<file path="src/rtl/dsm_pkg.sv">
// Shared types, constants and letter decoding for the DNA site matcher.
package dsm_pkg;

  localparam int MaxSite    = 16;
  localparam int PosBits    = 20;
  localparam int WinIdxW    = $clog2(MaxSite);
  localparam int LenW       = $clog2(MaxSite + 1);
  localparam int CntW       = PosBits + 1;
  localparam int MaskW      = 4;
  localparam int PatW       = MaskW * MaxSite;
  localparam int CfgIdxW    = 2;
  localparam int CfgDataW   = 64;
  localparam int NumLetters = 25;
  localparam logic [7:0] LetterBase = 8'd65;
  localparam logic [7:0] LetterLast = 8'd89;
  localparam logic [LenW-1:0] SiteLenReset = LenW'(6);

  typedef enum logic [CfgIdxW-1:0] {
    CfgSitePattern = 2'd0,
    CfgSiteLength  = 2'd1
  } cfg_reg_e;

  typedef struct packed {
    logic shift;
    logic clear;
    logic active;
  } cell_ctrl_t;

  typedef struct packed {
    logic             bad;
    logic [MaskW-1:0] mask;
  } letter_t;

  // Letters A..Y; bad marks a letter outside the alphabet.
  localparam letter_t LetterTable [NumLetters] = '{
    '{1'b0, 4'd1}, '{1'b0, 4'd0}, '{1'b0, 4'd8}, '{1'b0, 4'd0}, '{1'b1, 4'd0},
    '{1'b1, 4'd0}, '{1'b0, 4'd4}, '{1'b0, 4'd0}, '{1'b1, 4'd0}, '{1'b1, 4'd0},
    '{1'b0, 4'd0}, '{1'b1, 4'd0}, '{1'b0, 4'd0}, '{1'b0, 4'd0}, '{1'b1, 4'd0},
    '{1'b1, 4'd0}, '{1'b1, 4'd0}, '{1'b0, 4'd0}, '{1'b0, 4'd0}, '{1'b0, 4'd2},
    '{1'b1, 4'd0}, '{1'b0, 4'd0}, '{1'b0, 4'd0}, '{1'b1, 4'd0}, '{1'b0, 4'd0}
  };

  function automatic letter_t decode_letter(input logic [7:0] c);
    letter_t    res;
    logic [7:0] off;
    off = c - LetterBase;
    if (c < LetterBase || c > LetterLast) begin
      res = '{1'b1, '0};
    end else begin
      res = LetterTable[off[4:0]];
    end
    return res;
  endfunction

endpackage

</file>
<file path="src/rtl/dsm_cell.sv">
// One window cell: holds a base mask, passes it on and checks it against its site mask.
module dsm_cell
  import dsm_pkg::*;
(
  input  logic             clk_i,
  input  logic             rst_ni,
  input  cell_ctrl_t       ctrl_i,
  input  logic [MaskW-1:0] prev_i,
  input  logic [MaskW-1:0] site_mask_i,
  output logic [MaskW-1:0] mask_o,
  output logic             hit_o
);

  logic [MaskW-1:0] mask_d, mask_q;

  assign mask_d = ctrl_i.clear ? '0 : prev_i;
  assign hit_o  = !ctrl_i.active || (|(mask_d & site_mask_i));
  assign mask_o = mask_q;

  always_ff @(posedge clk_i or negedge rst_ni) begin
    if (!rst_ni) begin
      mask_q <= '0;
    end else if (ctrl_i.shift) begin
      mask_q <= mask_d;
    end
  end

endmodule

</file>
<file path="src/rtl/degenerate_dna_site_matcher_core.sv">
// Top level of the degenerate DNA recognition-site matcher.
//
// Input stream: one ASCII letter per transaction in s_axis_tdata, with
// s_axis_tuser set on the first letter of a sequence to clear the window,
// the position count and the bad-sequence flag.
// Output stream: one result per input letter, in order: site start index in
// m_axis_tdata, site-found and bad-sequence flags in m_axis_tuser.
// A result is offered the cycle after its letter is taken. Throughput is
// one letter per cycle while the receiver keeps taking results, set by the
// shifting row of window cells, each comparing its mask in parallel.
// While the receiver stalls, the result register holds and a new letter is
// taken only when that register is free or being emptied in the same cycle.
// Configuration (site pattern, site length) is written through cfg_we_i
// while the stream is idle.
// Reset clears the window, the count and the flag, sets the pattern to zero
// and the site length to six, and empties the result register.
module degenerate_dna_site_matcher_core
  import dsm_pkg::*;
(
  input  logic                clk_i,
  input  logic                rst_ni,
  input  logic                cfg_we_i,
  input  logic [CfgIdxW-1:0]  cfg_idx_i,
  input  logic [CfgDataW-1:0] cfg_wdata_i,
  input  logic                s_axis_tvalid,
  output logic                s_axis_tready,
  input  logic [7:0]          s_axis_tdata,  // [7:0] base_char
  input  logic [0:0]          s_axis_tuser,  // [0] start_of_sequence
  output logic                m_axis_tvalid,
  input  logic                m_axis_tready,
  output logic [23:0]         m_axis_tdata,  // [19:0] site_start, [23:20] zero
  output logic [1:0]          m_axis_tuser   // [0] site_found, [1] bad_sequence
);

  logic [PatW-1:0] pattern_q;
  logic [LenW-1:0] length_q, len_eff;
  logic            accept, sos;
  letter_t         letter;

  logic [CntW-1:0]    seen_d, seen_q, cur;
  logic               err_d, err_q, overlong, enough, found;
  logic [PosBits-1:0] start;

  logic [MaskW-1:0] win [MaxSite];
  logic [MaskW-1:0] pat_nib [MaxSite];
  logic [MaxSite-1:0] hits;

  logic               out_valid_q, out_found_q, out_bad_q;
  logic [PosBits-1:0] out_start_q;

  always_ff @(posedge clk_i or negedge rst_ni) begin
    if (!rst_ni) begin
      pattern_q <= '0;
      length_q  <= SiteLenReset;
    end else if (cfg_we_i) begin
      if (cfg_idx_i == CfgSitePattern) begin
        pattern_q <= cfg_wdata_i[PatW-1:0];
      end else if (cfg_idx_i == CfgSiteLength) begin
        length_q <= cfg_wdata_i[LenW-1:0];
      end
    end
  end

  always_comb begin
    if (length_q == '0) begin
      len_eff = LenW'(1);
    end else if (length_q > LenW'(MaxSite)) begin
      len_eff = LenW'(MaxSite);
    end else begin
      len_eff = length_q;
    end
  end

  assign s_axis_tready = !out_valid_q || m_axis_tready;
  assign accept        = s_axis_tvalid && s_axis_tready;
  assign sos           = s_axis_tuser[0];
  assign letter        = decode_letter(s_axis_tdata);

  for (genvar k = 0; k < MaxSite; k++) begin : g_cell
    cell_ctrl_t       ctrl;
    logic [LenW-1:0]  pos;
    logic [MaskW-1:0] prev;

    assign pat_nib[k]  = pattern_q[k*MaskW +: MaskW];
    assign pos         = len_eff - LenW'(k) - LenW'(1);
    assign ctrl.shift  = accept;
    assign ctrl.clear  = (k != 0) && sos;
    assign ctrl.active = LenW'(k) < len_eff;
    if (k == 0) begin : g_head
      assign prev = letter.mask;
    end else begin : g_body
      assign prev = win[k-1];
    end

    dsm_cell u_cell (
      .clk_i       (clk_i),
      .rst_ni      (rst_ni),
      .ctrl_i      (ctrl),
      .prev_i      (prev),
      .site_mask_i (pat_nib[pos[WinIdxW-1:0]]),
      .mask_o      (win[k]),
      .hit_o       (hits[k])
    );
  end

  assign cur      = sos ? '0 : seen_q;
  assign overlong = cur[PosBits];
  assign seen_d   = overlong ? cur : cur + CntW'(1);
  assign enough   = (cur + CntW'(1)) >= CntW'(len_eff);
  assign found    = !overlong && enough && (&hits);
  assign start    = found ? (cur[PosBits-1:0] - PosBits'(len_eff) + PosBits'(1)) : '0;
  assign err_d    = (!sos && err_q) || letter.bad || overlong;

  always_ff @(posedge clk_i or negedge rst_ni) begin
    if (!rst_ni) begin
      seen_q <= '0;
      err_q  <= 1'b0;
    end else if (accept) begin
      seen_q <= seen_d;
      err_q  <= err_d;
    end
  end

  always_ff @(posedge clk_i or negedge rst_ni) begin
    if (!rst_ni) begin
      out_valid_q <= 1'b0;
    end else if (s_axis_tready) begin
      out_valid_q <= s_axis_tvalid;
    end
  end

  always_ff @(posedge clk_i) begin
    if (accept) begin
      out_found_q <= found;
      out_start_q <= start;
      out_bad_q   <= err_d;
    end
  end

  assign m_axis_tvalid = out_valid_q;
  assign m_axis_tdata  = {(24 - PosBits)'(0), out_start_q};
  assign m_axis_tuser  = {out_bad_q, out_found_q};

`ifndef SYNTHESIS
  a_count_bound: assert property (@(posedge clk_i) disable iff (!rst_ni)
    seen_q <= (CntW'(1) << PosBits))
    else $error("position count beyond saturation");

  a_sos_restart: assert property (@(posedge clk_i) disable iff (!rst_ni)
    accept && sos |=> seen_q == CntW'(1))
    else $error("sequence start did not restart count");

  a_err_sticky: assert property (@(posedge clk_i) disable iff (!rst_ni)
    accept && !sos && err_q |=> err_q)
    else $error("bad-sequence flag dropped within a sequence");

  a_start_zero: assert property (@(posedge clk_i) disable iff (!rst_ni)
    out_valid_q && !out_found_q |-> out_start_q == '0)
    else $error("site start nonzero without a site");
`endif

endmodule

</file>
<file path="config.mk">
export PLATFORM = sky130hd
export DESIGN_NAME = degenerate_dna_site_matcher_core
export DESIGN_NICKNAME = d
export VERILOG_FILES = /design/src/rtl/dsm_pkg.sv /design/src/rtl/dsm_cell.sv /design/src/rtl/degenerate_dna_site_matcher_core.sv
export SDC_FILE = /design/constraint.sdc
export NUM_CORES = 1
export LEC_CHECK = 0
export CAP_MARGIN = 20
export CORE_ASPECT_RATIO = 1.4
export CORE_MARGIN = 2
export CORE_UTILIZATION = 55
export CTS_CLUSTER_DIAMETER = 50
export DETAILED_ROUTE_END_ITERATION = 10
export DONT_BUFFER_PORTS = 1
export GPL_TIMING_DRIVEN = 0
export PLACE_DENSITY = 0.7
export SETUP_SLACK_MARGIN = 0.4
export SYNTH_ARGS = -nofsm -noshare
export SYNTH_HDL_FRONTEND = slang
export SYNTH_HIERARCHICAL = 1
export SYNTH_SLANG_ARGS = --single-unit
</file>
<file path="constraint.sdc">
create_clock -name clk_i -period 5.9 [get_ports clk_i]
set_input_delay 0.295 -clock clk_i [delete_from_list [all_inputs] [get_ports clk_i]]
set_output_delay 0.295 -clock clk_i [all_outputs]
set_load 0.005 [all_outputs]
</file>
==> results.toml <==
[outcome]
outcome = "complete, no violations"

[place]
gp_congestion = 1.03
io_buffers = 0
place_area_sq_um = 12900
dp_slack_ns = -0.317
place_inst = 1535
hpwl_mm = 26.6

[grt]
grt_max_degree = 153
grt_pass1_wl_mm = 55.0
gr-usage-all-layers = 0.300
first_global_vias = 10000
grt-ovfl-total = 0
antenna_found_initial = 0

[sta]
fin_ws_ns = 0.608
post-route-period-util = 0.897
setup_viol = 0
skew_ns = 0.00840
relSlewSlack = 0.379
rsz0062_at_grt = "false"
fin_setup_tns_ns = 0
fin_crit_ns = 5.29
worst_slew_pin_slew_ns = 0.927
drv_slew = 0
max_freq_ghz = 0.189
hold_viol_final = 0

[finish]
syn_to_final_growth_pct = 15.1
seq_area_sq_um = 4470
n_antenna_cell = 0
multi_input_comb_area_sq_um = 7560
fill_cells = 1879
stdcell_count = 1629
layout-drive-gt1-share = 0.146
fin_nets = 1444
final_area_sq_um = 14400

[floorplan]
core_area_sq_um = 22400
die_x_um = 131
io_pins = 108
num_rows = 65
fp.dieH_um = 182
dieArea_sq_um = 23900
initial_core_util = 0.556

[worst_setup_path]
rr_worst_depth = 16
worstPathCellList = "nand2_1 -> buf_2 -> inv_2 -> clkdlybuf4s15_2 -> ha_1 -> o21ai_0 -> a21oi_4 -> mux2i_2 -> a22o_1 -> a221oi_2 -> o21ai_1 -> nand4_1 -> nor4_4 -> o41ai_2 -> buf_4 -> nor4_1"
worstPathArrival_ns = 5.53
start_kind = "flip-flop"
r2r_slack_ns = 0.61
cpMaxStageDelayCell = "dfstp_2"
end_kind = "flip-flop"
cp.required_ns = 6.14
critPathKind = "flip-flop to flip-flop"
crit_path_max_incr_delay_ns = 0.62
crit_fanout = 13

[drt]
ant_nets = 0
drcViolationCount = 0
wire_per_inst_um = 21.6
drtIter0Drc = 524
vias_per_cell = 5.97
vias = 9721
routed_wl_mm = 35.2
dr.pass1.iters = 5

[power_and_ir_drop]
power_leakage_nw = 6.45
clkPwrFrac = 0.252
p_seq_frac = 0.289
p_sw_mw = 1.94
peakVddDrop_mv = 0.238
p_int_mw = 2.94
power_density_nw_per_um2 = 340
p_sw_frac = 0.398
pwr-share-comb = 0.459

[min_path]
hold_path_depth = 1
min_path_type = "primary input to flip-flop"

[clock_network]
numCtsBuffers = 17
h-tree-depth = 4
cts_root_buffer = "clkbuf_16"
cts_max_path_buffers = 2
worstSkewPairLatency_ns = 0.44
cts_tree = "yes"
clock-sinks = 174
path_clk_slew_ns = 0.07

[synth]
syn_inst = 1225
ys.warnings.count = 6
synth_area_per_cell_sq_um = 10.2
synthesis.area_sq_um = 12500

[job]
maxCapViolations = 0
## worst max-delay path, delay by kind of cell, from the launching register on
family	cells	cell delay (ns)
buffers and inverters	4	1.29
DFF	1	0.62
AOI/OAI and AO/OA	6	1.29
adders and majority gates	1	0.46
muxes	1	0.41
and+or+nand+nor	4	0.99
## per-stage QoR
| stage | power, mW | hold WS, ns | util |
|---|---|---|---|
| 2_1_floorplan | 2.88 | -0.000591 | - |
| 3_3_place_gp | 3.43 | 0.00266 | 0.574 |
| 3_5_place_dp | 3.47 | 0.00289 | 0.575 |
| 4_1_cts | 4.78 | 0.0000984 | 0.634 |
| 5_1_grt | 5.08 | 0.00105 | 0.640 |
| 6_report | 4.88 | 0.0146 | 0.640 |
## final timing paths
path,from,end
max,length_q[1],out_start_q[19]
min,cfg_wdata_i[58],pattern_q[58]
max reg2reg,length_q[1],out_start_q[19]
min reg2reg,seen_q[18],seen_q[18]
max in group asynchronous,rst_ni,g_cell[8].u_cell/mask_o[0]
min in group asynchronous,rst_ni,pattern_q[7]
## cell type report
type / count / area share
clock buffers: 18 / 0.0314
flip-flops and latches: 174 / 0.311
clock inverters: 14 / 0.0129
well taps: 301 / 0.0262
repair buffers: 63 / 0.0464
multi-input cells: 906 / 0.526
plain buffers: 51 / 0.0188
inverters: 102 / 0.0269
## registers in the layout (all words and copies together) (netlist names)
name / cells
pattern_q: 64
err_q: 1
length_q: 5
g_cell.u_cell/mask_o: 60
out_start_q: 20
m_axis_tvalid: 1
out_found_q: 1
out_bad_q: 1
seen_q: 21
## power by group through the flow
stage	logic [mW]	registers, mW	clock network (mW)
final	2.24	1.41	1.23
after global routing	2.36	1.43	1.30
after CTS	2.13	1.41	1.24
after detailed placement	2.04	1.43	0
after global placement	2.01	1.43	0
after floorplan	1.47	1.40	0
## repair_timing
item	CTS	global route
endpoints found under the setup margin	21	21
setup buffers	0	0
resized for setup	20	26
hold buffers	59	3
endpoints found under the hold margin	213	3
## cells in the final DEF, fill, tap and decap left out, types with 25 or more instances in the layout
| cell | n |
|---|---|
| mux2i_1 | 238 |
| dfrtp_1 | 150 |
| inv_1 | 96 |
| o21ai_0 | 86 |
| mux2_2 | 75 |
| nand3b_1 | 65 |
| dlygate4sd3_1 | 61 |
| nor2_1 | 59 |
| ha_1 | 48 |
| nand2_1 | 38 |
| nor2b_1 | 32 |
| a21oi_1 | 25 |
## layer usage
| metal | routed length (um) | GRT usage | vias up |
|---|---|---|---|
| met5 | 0 | 0 | - |
| met4 | 2920 | 0.231 | 0 |
| met3 | 1180 | 0.0414 | 110 |
| met2 | 18200 | 0.544 | 285 |
| met1 | 12900 | 0.314 | 4726 |
| li1 | - | - | 4600 |
No activity file was read; power rests on OpenSTA's default activity.
